### src/rtl/gyro_bias_calibrate_yaw_integrate_macros.svh
// assertion helpers used by the rtl top level
`ifndef GYRO_BIAS_CALIBRATE_YAW_INTEGRATE_MACROS_SVH
`define GYRO_BIAS_CALIBRATE_YAW_INTEGRATE_MACROS_SVH

// checked only while out of reset
`define GBCY_ASSERT(name, prop, msg) \
    name: assert property (@(posedge i_clk) disable iff (!i_rst_n) prop) else $error(msg);

// checked on every edge, reset included
`define GBCY_ASSERT_ALWAYS(name, prop, msg) \
    name: assert property (@(posedge i_clk) prop) else $error(msg);

`endif

### src/rtl/gbcy_pkg.sv
`default_nettype none

package gbcy_pkg;

    // field widths
    localparam int RATE_W    = 16;
    localparam int STAMP_W   = 48;
    localparam int YAW_W     = 31;
    localparam int GATE_W    = 15;
    localparam int MAXDT_W   = 20;
    localparam int CFG_W     = 20;
    localparam int CFG_IDX_W = 1;

    // default calibration length
    localparam int SAMPLES_DEF = 64;

    // register reset values
    localparam logic [GATE_W-1:0]  NOISE_GATE_RST = GATE_W'(205);
    localparam logic [MAXDT_W-1:0] MAX_DT_RST     = MAXDT_W'(500000);

    // register indexes
    localparam logic [CFG_IDX_W-1:0] CFG_NOISE_GATE = 1'b0;
    localparam logic [CFG_IDX_W-1:0] CFG_MAX_DT     = 1'b1;

    // integration datapath widths
    localparam int DT_W    = STAMP_W + 1;
    localparam int DIFF_W  = RATE_W + 1;
    localparam int P1_W    = DIFF_W + MAXDT_W + 1;
    localparam int SCALE_W = 14;
    localparam int P2_W    = P1_W + SCALE_W;
    localparam int FRAC_SH = 16;
    localparam int INC_W   = P2_W - FRAC_SH;
    localparam int ACC_W   = INC_W + 1;

    // us-to-q28 scale factor in q16
    localparam logic signed [SCALE_W-1:0] DT_SCALE = SCALE_W'(4295);

    // angle limits in q3.28
    localparam logic signed [ACC_W-1:0] PI_ACC     = ACC_W'(843314857);
    localparam logic signed [ACC_W-1:0] NEG_PI_ACC = -PI_ACC;
    localparam logic signed [ACC_W-1:0] TWO_PI_ACC = ACC_W'(1686629713);

    // operating phase
    typedef enum logic [1:0] {
        PH_CAL,
        PH_AWAIT,
        PH_RUN
    } t_phase;

    // sequencer states
    typedef enum logic [3:0] {
        ST_IDLE,
        ST_CAL,
        ST_CHECK,
        ST_DIV,
        ST_BIAS,
        ST_MUL1,
        ST_MUL2,
        ST_ADD,
        ST_WRAP
    } t_state;

    // controller to datapath
    typedef struct packed {
        logic capture;
        logic stamp_store;
        logic accumulate;
        logic div_load;
        logic div_step;
        logic bias_store;
        logic mul1;
        logic mul2;
        logic add;
        logic wrap_step;
        logic commit;
    } t_cmd;

    // datapath to controller
    typedef struct packed {
        logic count_full;
        logic dt_ok;
        logic wrap_hi;
        logic wrap_lo;
        logic out_free;
    } t_stat;

endpackage

`default_nettype wire

### src/rtl/gbcy_ctrl.sv
`default_nettype none

module gbcy_ctrl (
    input  logic              i_clk,
    input  logic              i_rst_n,
    input  logic              i_in_valid,
    output logic              o_in_ready,
    input  gbcy_pkg::t_stat   i_stat,
    output gbcy_pkg::t_cmd    o_cmd
);
    import gbcy_pkg::*;

    t_state r_state, n_state;
    t_phase r_phase, n_phase;
    logic   w_wrapping;

    assign w_wrapping = i_stat.wrap_hi || i_stat.wrap_lo;

    // state and phase registers
    always_ff @(posedge i_clk) begin
        if (!i_rst_n) begin
            r_state <= ST_IDLE;
            r_phase <= PH_CAL;
        end else begin
            r_state <= n_state;
            r_phase <= n_phase;
        end
    end

    // next state
    always_comb begin
        n_state = r_state;
        n_phase = r_phase;
        case (r_state)
            ST_IDLE: begin
                if (i_in_valid) begin
                    case (r_phase)
                        PH_CAL:   n_state = ST_CAL;
                        PH_AWAIT: n_phase = PH_RUN;
                        PH_RUN:   n_state = ST_MUL1;
                        default:  n_phase = PH_CAL;
                    endcase
                end
            end
            ST_CAL:   n_state = ST_CHECK;
            ST_CHECK: n_state = i_stat.count_full ? ST_DIV : ST_IDLE;
            ST_DIV:   n_state = ST_BIAS;
            ST_BIAS: begin
                n_phase = PH_AWAIT;
                n_state = ST_IDLE;
            end
            ST_MUL1:  n_state = i_stat.dt_ok ? ST_MUL2 : ST_IDLE;
            ST_MUL2:  n_state = ST_ADD;
            ST_ADD:   n_state = ST_WRAP;
            ST_WRAP: begin
                if (!w_wrapping && i_stat.out_free) n_state = ST_IDLE;
            end
            default:  n_state = ST_IDLE;
        endcase
    end

    // commands
    always_comb begin
        o_cmd      = '0;
        o_in_ready = 1'b0;
        case (r_state)
            ST_IDLE: begin
                o_in_ready        = 1'b1;
                o_cmd.capture     = i_in_valid;
                o_cmd.stamp_store = i_in_valid && (r_phase != PH_CAL);
            end
            ST_CAL:   o_cmd.accumulate = 1'b1;
            ST_CHECK: o_cmd.div_load   = i_stat.count_full;
            ST_DIV:   o_cmd.div_step   = 1'b1;
            ST_BIAS:  o_cmd.bias_store = 1'b1;
            ST_MUL1:  o_cmd.mul1       = i_stat.dt_ok;
            ST_MUL2:  o_cmd.mul2       = 1'b1;
            ST_ADD:   o_cmd.add        = 1'b1;
            ST_WRAP: begin
                o_cmd.wrap_step = w_wrapping;
                o_cmd.commit    = !w_wrapping && i_stat.out_free;
            end
            default:  o_cmd = '0;
        endcase
    end

endmodule

`default_nettype wire

### src/rtl/gbcy_dp.sv
`default_nettype none

module gbcy_dp #(
    parameter int SAMPLES = gbcy_pkg::SAMPLES_DEF
) (
    input  logic                                  i_clk,
    input  logic                                  i_rst_n,
    input  logic                                  i_cfg_we,
    input  logic        [gbcy_pkg::CFG_IDX_W-1:0] i_cfg_addr,
    input  logic        [gbcy_pkg::CFG_W-1:0]     i_cfg_wdata,
    input  logic signed [gbcy_pkg::RATE_W-1:0]    i_gyro_rate,
    input  logic        [gbcy_pkg::STAMP_W-1:0]   i_stamp_us,
    output logic signed [gbcy_pkg::YAW_W-1:0]     o_yaw,
    output logic                                  o_out_valid,
    input  logic                                  i_out_ready,
    input  gbcy_pkg::t_cmd                        i_cmd,
    output gbcy_pkg::t_stat                       o_stat
);
    import gbcy_pkg::*;

    localparam int CNT_W  = $clog2(SAMPLES + 1);
    localparam int SUM_W  = RATE_W + $clog2(SAMPLES);
    // reciprocal of the sample count, exact floor for any SUM_W-bit dividend
    localparam int RCP_SH = SUM_W + $clog2(SAMPLES);
    localparam int RCP_W  = SUM_W + 2;
    localparam int PROD_W = SUM_W + RCP_W;
    localparam logic [RCP_W-1:0] RCP =
        RCP_W'(((64'd1 << RCP_SH) + 64'(SAMPLES) - 64'd1) / 64'(SAMPLES));

    // configuration
    logic [GATE_W-1:0]  r_noise_gate;
    logic [MAXDT_W-1:0] r_max_dt;

    // captured sample
    logic signed [RATE_W-1:0] r_rate;
    logic signed [DIFF_W-1:0] r_diff, n_diff;
    logic        [DT_W-1:0]   r_dt, n_dt;
    logic        [STAMP_W-1:0] r_last_stamp;

    // calibration
    logic        [CNT_W-1:0]  r_count;
    logic signed [SUM_W-1:0]  r_sum;
    logic signed [RATE_W-1:0] r_bias;
    logic        [DIFF_W-1:0] w_rate_x, w_mag;
    logic                     w_pass;

    // mean
    logic              r_div_neg;
    logic [SUM_W-1:0]  r_div_x, r_div_q, w_sum_mag, w_bias_full;
    logic [PROD_W-1:0] w_prod;

    // integration
    logic signed [P1_W-1:0]  r_p1, n_p1;
    logic signed [P2_W-1:0]  r_p2, n_p2;
    logic signed [INC_W-1:0] w_inc;
    logic signed [ACC_W-1:0] r_acc, n_acc_sum;
    logic signed [YAW_W-1:0] r_heading, r_out;
    logic                    r_out_valid;

    // config write port
    always_ff @(posedge i_clk) begin
        if (!i_rst_n) begin
            r_noise_gate <= NOISE_GATE_RST;
            r_max_dt     <= MAX_DT_RST;
        end else if (i_cfg_we) begin
            case (i_cfg_addr)
                CFG_NOISE_GATE: r_noise_gate <= i_cfg_wdata[GATE_W-1:0];
                CFG_MAX_DT:     r_max_dt     <= i_cfg_wdata[MAXDT_W-1:0];
                default:        r_max_dt     <= r_max_dt;
            endcase
        end
    end

    // rate minus bias and time step, formed as the transaction is taken
    assign n_diff = {i_gyro_rate[RATE_W-1], i_gyro_rate} - {r_bias[RATE_W-1], r_bias};
    assign n_dt   = {1'b0, i_stamp_us} - {1'b0, r_last_stamp};

    always_ff @(posedge i_clk) begin
        if (i_cmd.capture) begin
            r_rate <= i_gyro_rate;
            r_diff <= n_diff;
            r_dt   <= n_dt;
        end
    end

    always_ff @(posedge i_clk) begin
        if (!i_rst_n) r_last_stamp <= '0;
        else if (i_cmd.stamp_store) r_last_stamp <= i_stamp_us;
    end

    // stationary gate on the magnitude
    assign w_rate_x = {r_rate[RATE_W-1], r_rate};
    assign w_mag    = w_rate_x[DIFF_W-1] ? (DIFF_W'(0) - w_rate_x) : w_rate_x;
    assign w_pass   = w_mag < {{(DIFF_W-GATE_W){1'b0}}, r_noise_gate};

    always_ff @(posedge i_clk) begin
        if (!i_rst_n) begin
            r_count <= '0;
            r_sum   <= '0;
        end else if (i_cmd.accumulate && w_pass) begin
            r_count <= r_count + CNT_W'(1);
            r_sum   <= r_sum + {{(SUM_W-RATE_W){r_rate[RATE_W-1]}}, r_rate};
        end
    end

    // floor mean by reciprocal multiply; a negative sum divides |sum| + SAMPLES - 1
    assign w_sum_mag = r_sum[SUM_W-1] ? (SUM_W'(0) - r_sum) : r_sum;
    assign w_prod    = PROD_W'(r_div_x) * PROD_W'(RCP);

    always_ff @(posedge i_clk) begin
        if (i_cmd.div_load) begin
            r_div_neg <= r_sum[SUM_W-1];
            r_div_x   <= r_sum[SUM_W-1] ? (w_sum_mag + SUM_W'(SAMPLES - 1)) : w_sum_mag;
        end else if (i_cmd.div_step) begin
            r_div_q <= SUM_W'(w_prod >> RCP_SH);
        end
    end

    // restore the sign of the mean
    assign w_bias_full = r_div_neg ? (SUM_W'(0) - r_div_q) : r_div_q;

    always_ff @(posedge i_clk) begin
        if (!i_rst_n) r_bias <= '0;
        else if (i_cmd.bias_store) r_bias <= w_bias_full[RATE_W-1:0];
    end

    // two multiply stages, then the heading add
    assign n_p1 = r_diff * $signed({1'b0, r_dt[MAXDT_W-1:0]});
    assign n_p2 = r_p1 * DT_SCALE;
    assign w_inc = r_p2[P2_W-1:FRAC_SH];
    assign n_acc_sum = {{(ACC_W-YAW_W){r_heading[YAW_W-1]}}, r_heading}
                     + {{(ACC_W-INC_W){w_inc[INC_W-1]}}, w_inc};

    always_ff @(posedge i_clk) begin
        if (i_cmd.mul1) r_p1 <= n_p1;
        if (i_cmd.mul2) r_p2 <= n_p2;
    end

    // one 2pi step per cycle until in range
    always_ff @(posedge i_clk) begin
        if (i_cmd.add) r_acc <= n_acc_sum;
        else if (i_cmd.wrap_step) begin
            r_acc <= o_stat.wrap_hi ? (r_acc - TWO_PI_ACC) : (r_acc + TWO_PI_ACC);
        end
    end

    always_ff @(posedge i_clk) begin
        if (!i_rst_n) r_heading <= '0;
        else if (i_cmd.commit) r_heading <= r_acc[YAW_W-1:0];
    end

    // output register
    always_ff @(posedge i_clk) begin
        if (i_cmd.commit) r_out <= r_acc[YAW_W-1:0];
    end

    always_ff @(posedge i_clk) begin
        if (!i_rst_n) r_out_valid <= 1'b0;
        else if (i_cmd.commit) r_out_valid <= 1'b1;
        else if (i_out_ready) r_out_valid <= 1'b0;
    end

    assign o_yaw       = r_out;
    assign o_out_valid = r_out_valid;

    // status
    always_comb begin
        o_stat            = '0;
        o_stat.count_full = r_count == CNT_W'(SAMPLES);
        o_stat.dt_ok      = !r_dt[DT_W-1] && (r_dt != '0)
                         && (r_dt <= {{(DT_W-MAXDT_W){1'b0}}, r_max_dt});
        o_stat.wrap_hi    = r_acc > PI_ACC;
        o_stat.wrap_lo    = r_acc <= NEG_PI_ACC;
        o_stat.out_free   = !r_out_valid || i_out_ready;
    end

endmodule

`default_nettype wire

### src/rtl/gyro_bias_calibrate_yaw_integrate.sv
// Gyro yaw integrator with start-up bias calibration. Samples (Q4.12 z rate, 48-bit
// microsecond stamp) enter on a valid/ready channel, one at a time; yaw results in
// Q3.28 radians within (-pi, pi] leave through an output register, so the next
// sample is taken while a result waits. During calibration a sample goes through
// capture, accumulate and check; the one that completes the count adds the reciprocal
// multiply that forms the mean and the bias store. The sample after calibration only
// records its stamp. A running sample goes through capture with dt subtract, rate*dt
// multiply, scale multiply, heading add and wrap check, plus one 2pi wrap step at a
// time until in range, and waits while the output register is full. Samples with dt
// outside (0, max_dt] end with no result. Configuration is to be written through
// i_cfg_we/i_cfg_addr/i_cfg_wdata only while idle; the block does not enforce this.
`default_nettype none
`include "gyro_bias_calibrate_yaw_integrate_macros.svh"

module gyro_bias_calibrate_yaw_integrate #(
    parameter int SAMPLES = gbcy_pkg::SAMPLES_DEF
) (
    input  logic                                  i_clk,
    input  logic                                  i_rst_n,
    input  logic                                  i_cfg_we,
    input  logic        [gbcy_pkg::CFG_IDX_W-1:0] i_cfg_addr,
    input  logic        [gbcy_pkg::CFG_W-1:0]     i_cfg_wdata,
    input  logic                                  i_in_valid,
    output logic                                  o_in_ready,
    input  logic signed [gbcy_pkg::RATE_W-1:0]    i_gyro_rate,
    input  logic        [gbcy_pkg::STAMP_W-1:0]   i_stamp_us,
    output logic                                  o_out_valid,
    input  logic                                  i_out_ready,
    output logic signed [gbcy_pkg::YAW_W-1:0]     o_yaw
);
    import gbcy_pkg::*;

    t_cmd  w_cmd;
    t_stat w_stat;
    logic signed [ACC_W-1:0] w_yaw_x;

    // sequencer
    gbcy_ctrl u_ctrl (
        .i_clk      (i_clk),
        .i_rst_n    (i_rst_n),
        .i_in_valid (i_in_valid),
        .o_in_ready (o_in_ready),
        .i_stat     (w_stat),
        .o_cmd      (w_cmd)
    );

    // arithmetic and state
    gbcy_dp #(
        .SAMPLES (SAMPLES)
    ) u_dp (
        .i_clk       (i_clk),
        .i_rst_n     (i_rst_n),
        .i_cfg_we    (i_cfg_we),
        .i_cfg_addr  (i_cfg_addr),
        .i_cfg_wdata (i_cfg_wdata),
        .i_gyro_rate (i_gyro_rate),
        .i_stamp_us  (i_stamp_us),
        .o_yaw       (o_yaw),
        .o_out_valid (o_out_valid),
        .i_out_ready (i_out_ready),
        .i_cmd       (w_cmd),
        .o_stat      (w_stat)
    );

    assign w_yaw_x = $signed({{(ACC_W-YAW_W){o_yaw[YAW_W-1]}}, o_yaw});

    // checks
    `GBCY_ASSERT(a_commit_free, w_cmd.commit |-> w_stat.out_free, "commit into full output register")
    `GBCY_ASSERT(a_commit_shows, w_cmd.commit |=> o_out_valid, "committed yaw not presented")
    `GBCY_ASSERT(a_yaw_range, o_out_valid |-> (w_yaw_x <= PI_ACC && w_yaw_x > NEG_PI_ACC), "yaw out of range")
    `GBCY_ASSERT_ALWAYS(a_rst_idle, !i_rst_n |=> !o_out_valid, "output valid after reset")

endmodule

`default_nettype wire
### config.mk
export PLATFORM = sky130hd
export DESIGN_NAME = gyro_bias_calibrate_yaw_integrate
export DESIGN_NICKNAME = d
export VERILOG_FILES = /design/src/rtl/gbcy_pkg.sv /design/src/rtl/gbcy_ctrl.sv /design/src/rtl/gbcy_dp.sv /design/src/rtl/gyro_bias_calibrate_yaw_integrate.sv
export VERILOG_INCLUDE_DIRS = /design/src /design/src/rtl
export SDC_FILE = /design/constraint.sdc
export NUM_CORES = 2
export LEC_CHECK = 0
export BUFFER_PORTS_ARGS = -buffer_cell sky130_fd_sc_hd__buf_4
export CORE_MARGIN = 4
export CORE_UTILIZATION = 40
export CTS_CLUSTER_SIZE = 8
export DETAILED_ROUTE_END_ITERATION = 8
export REMOVE_ABC_BUFFERS = 1
export SYNTH_ARGS = -nofsm -noshare
export SYNTH_HDL_FRONTEND = slang
export SYNTH_SLANG_ARGS = --single-unit
### constraint.sdc
create_clock -name i_clk -period 6.1 [get_ports i_clk]
set_input_delay 1.525 -clock i_clk [delete_from_list [all_inputs] [get_ports i_clk]]
set_output_delay 1.525 -clock i_clk [all_outputs]
set_load 0.02 [all_outputs]
==> metrics.cfg <==
[place]
hpwl_mm=83.7
dp.cells=6265
place_ws_ps=-902
portBuffers=122
routabilityCongestion=0.863

[yosys]
synthTopCellsByArea=fa_1 20%, edfxtp_1 18%, ha_1 15%
synthCells=4574
post-synth-top-count-cell=inv_1
synthArstFlopShare=0
synth_top_cell_by_area=fa_1
synth_top_area_share=0.196
synth_edf_count=257
yosys-top-cells-count=732 x inv_1, 510 x ha_1, 509 x nand2_1
yosysSeqAreaShare=0.257
yosysUniqueCellTypes=77
ys_ff_latch=423
syn_area_per_cell_um2=9.41
synth.cell_area_mm2=0.0430
synthFlopType=edfxtp_1
yosys_warnings=0

[timing]
finalHoldViolCount=0
finalCriticalPeriod_ps=6550
post-route-period-util=1.07
setup_ws_ps=-454
worst_slew_pin_slew_ps=1260
clock_skew_ps=50.9
setup_viol=9
clock.fmax_mhz=153
max_slew_margin=0.158
tns_ps=-2220
slew_viol_final=0
rsz0062_at_grt=true

[detailed_routing]
first_pass_iters=5
drt_wl_total_mm=104
drc=0
final_antenna_net_count=0
vias=32300
viasPerCell=5.01
wl_per_cell_um=16.1
drt_iter0_drc=1439

[final_layout]
num-nets-final=6013
final_layout_size_suffix_gt1_frac=0.143
fin_cells=6445
nFillCells=10200
syn_to_final_growth_pct=17.6

[clocking]
clkTransAtPathRegs_ps=60
clockRootBuffer=clkbuf_16
numClockSinks=423
numCtsBuffers=60
cts.htree.levels=2
cts_buffer_depth=3
cts_tree=built
clock_latency_ps=650

[global_route]
grt_use_total=0.184
grt_pass1_vias=32900
grt_max_degree=71
antenna_found_initial=2
grt.overflow.total=0
grt_pass1_wl_mm=168

[critical_path]
cp.arrival_ps=6940
start_kind=flip-flop
worst-path-max-fanout=8
worstPathRequired_ps=6490
criticalPathCategory=flip-flop to flip-flop
critPathCaptureType=flip-flop

[pwr]
power_density_mw_per_mm2=642
power_leakage_nw=22.8
peakVddDrop_uv=1280

[floorplan]
dieArea_mm2=0.113
initial_core_util=0.403
die_y_um=336
ios=123
die_w_um=336
rows=120
coreArea_mm2=0.107

[min_path]
hp-class=flip-flop to flip-flop

[status]
violations=negative setup slack
outcome=finished, violations left

[job]
maxCapViolCount=0

==> cells in the final DEF (no fill, tap or decap), drive strengths merged, types with 21 or more instances in the layout <==
cell type,synthesis,final
a211oi,32,32
a21boi,37,37
a21o,94,94
a21oi,258,258
a31oi,27,27
and2,179,179
buf,12,487
clkbuf,119,106
dfxtp,166,166
edfxtp,257,257
fa,421,421
ha,510,510
inv,733,733
mux2i,53,53
nand2,509,509
nand2b,48,48
nand3,39,39
nand4,33,33
nor2,212,212
nor2b,52,52
nor3,45,45
nor4,27,27
o211ai,29,29
o21a,45,45
o21ai,144,144
or3,21,21
xnor2,158,158
xor2,101,101
==> what timing repair did <==
| item | in CTS | in global routing |
|---|---|---|
| gates resized for setup | 135 | 62 |
| setup buffers | 51 | 19 |
| pin swaps | 115 | 74 |
| endpoints found under the setup margin | 21 | 30 |
| hold buffers | 0 | 0 |
==> cells by family (layout without fill, tap and decap cells) <==
group                      after synthesis  after routing  synth area share
muxes                                   55             55            0.0129
other                                    0              1                 0
AOI/OAI and AO/OA                      805            805             0.120
adders and majority gates              931            931             0.344
xor gates and xnor gates               259            259            0.0527
and+or+nand+nor                       1237           1237             0.138
DFF                                    423            423             0.257
buffers and inverters                  864           1331            0.0759
==> worst paths after layout <==
check	to	from	slack, ps	cells after the start
worst min-delay path	u_dp.r_div_q[4]	u_dp.r_div_x[10]	410	0
worst min register to register	u_dp.r_div_q[4]	u_dp.r_div_x[10]	410	0
worst max register to register	u_dp.r_p1[37]	u_dp.r_diff[6]	-450	26
worst max-delay path	u_dp.r_p1[37]	u_dp.r_diff[6]	-450	26
==> power breakdown <==
part / leakage, nW / switching [mW] / internal, mW
Sequential: 3.70 / 0.0868 / 4.00
Combinational: 18.2 / 12.1 / 13.1
Clock: 0.845 / 1.32 / 1.87
==> layout make-up <==
type	instances	area, um2	area share
multi-input cells	3287	29400	0.582
flip-flops and latches	423	11000	0.218
repair buffers	487	3840	0.0759
inverters	733	2750	0.0544
well taps	1403	1760	0.0347
clock buffers	106	1700	0.0337
clock inverters	5	68.8	0.00136
diodes	1	2.50	0.0000494
==> worst max-delay path, cell delays in order (launching register included) <==
cell      delay, ps
edfxtp_1        550
nand2_1         130
fa_1            530
inv_2            50
fa_1            500
fa_1            490
inv_1            50
fa_1            500
inv_2            40
fa_1            530
inv_1            50
fa_1            490
inv_2            50
ha_4            280
buf_6           110
a21oi_4          50
buf_6           120
a21oi_4         160
nor2b_2          60
o211ai_1        280
o22ai_2         150
o31a_1          370
o311ai_2        290
a21oi_2         110
o221ai_2        180
a21oi_2          80
xnor2_1         110
==> flip-flops by register name, indices dropped and copies added, names as in the netlist, 2 cells and up <==
signal,flops
u_ctrl.r_phase,2
u_ctrl.r_state,4
u_dp.r_rate,16
u_dp.r_p2,36
u_dp.r_noise_gate,15
u_dp.r_acc,37
u_dp.r_div_q,16
u_dp.r_max_dt,20
u_dp.r_last_stamp,48
u_dp.r_heading,31
u_dp.r_sum,22
u_dp.r_div_x,16
u_dp.r_bias,16
u_dp.o_yaw,31
u_dp.r_p1,38
u_dp.r_diff,17
u_dp.r_dt,49
u_dp.r_count,7
==> per-stage QoR <==
step	utilization	instance area (um2)	hold WS (ps)	power (mW)
CTS	0.470	50200	413	31.0
floorplan	-	42500	400	16.6
finish	0.473	50600	411	32.5
global route	0.473	50600	418	35.5
detailed placement	0.445	47500	405	23.6
global placement	0.445	47500	402	23.2
==> layer usage <==
metal,up-vias,track usage,share of wire
met5,-,0,0.00012
met3,165,0.0298,0.046
met2,558,0.322,0.48
met4,2,0.0573,0.031
met1,15400,0.232,0.44
li1,16100,-,-
Note: power is estimated with default switching activity, not from simulation.
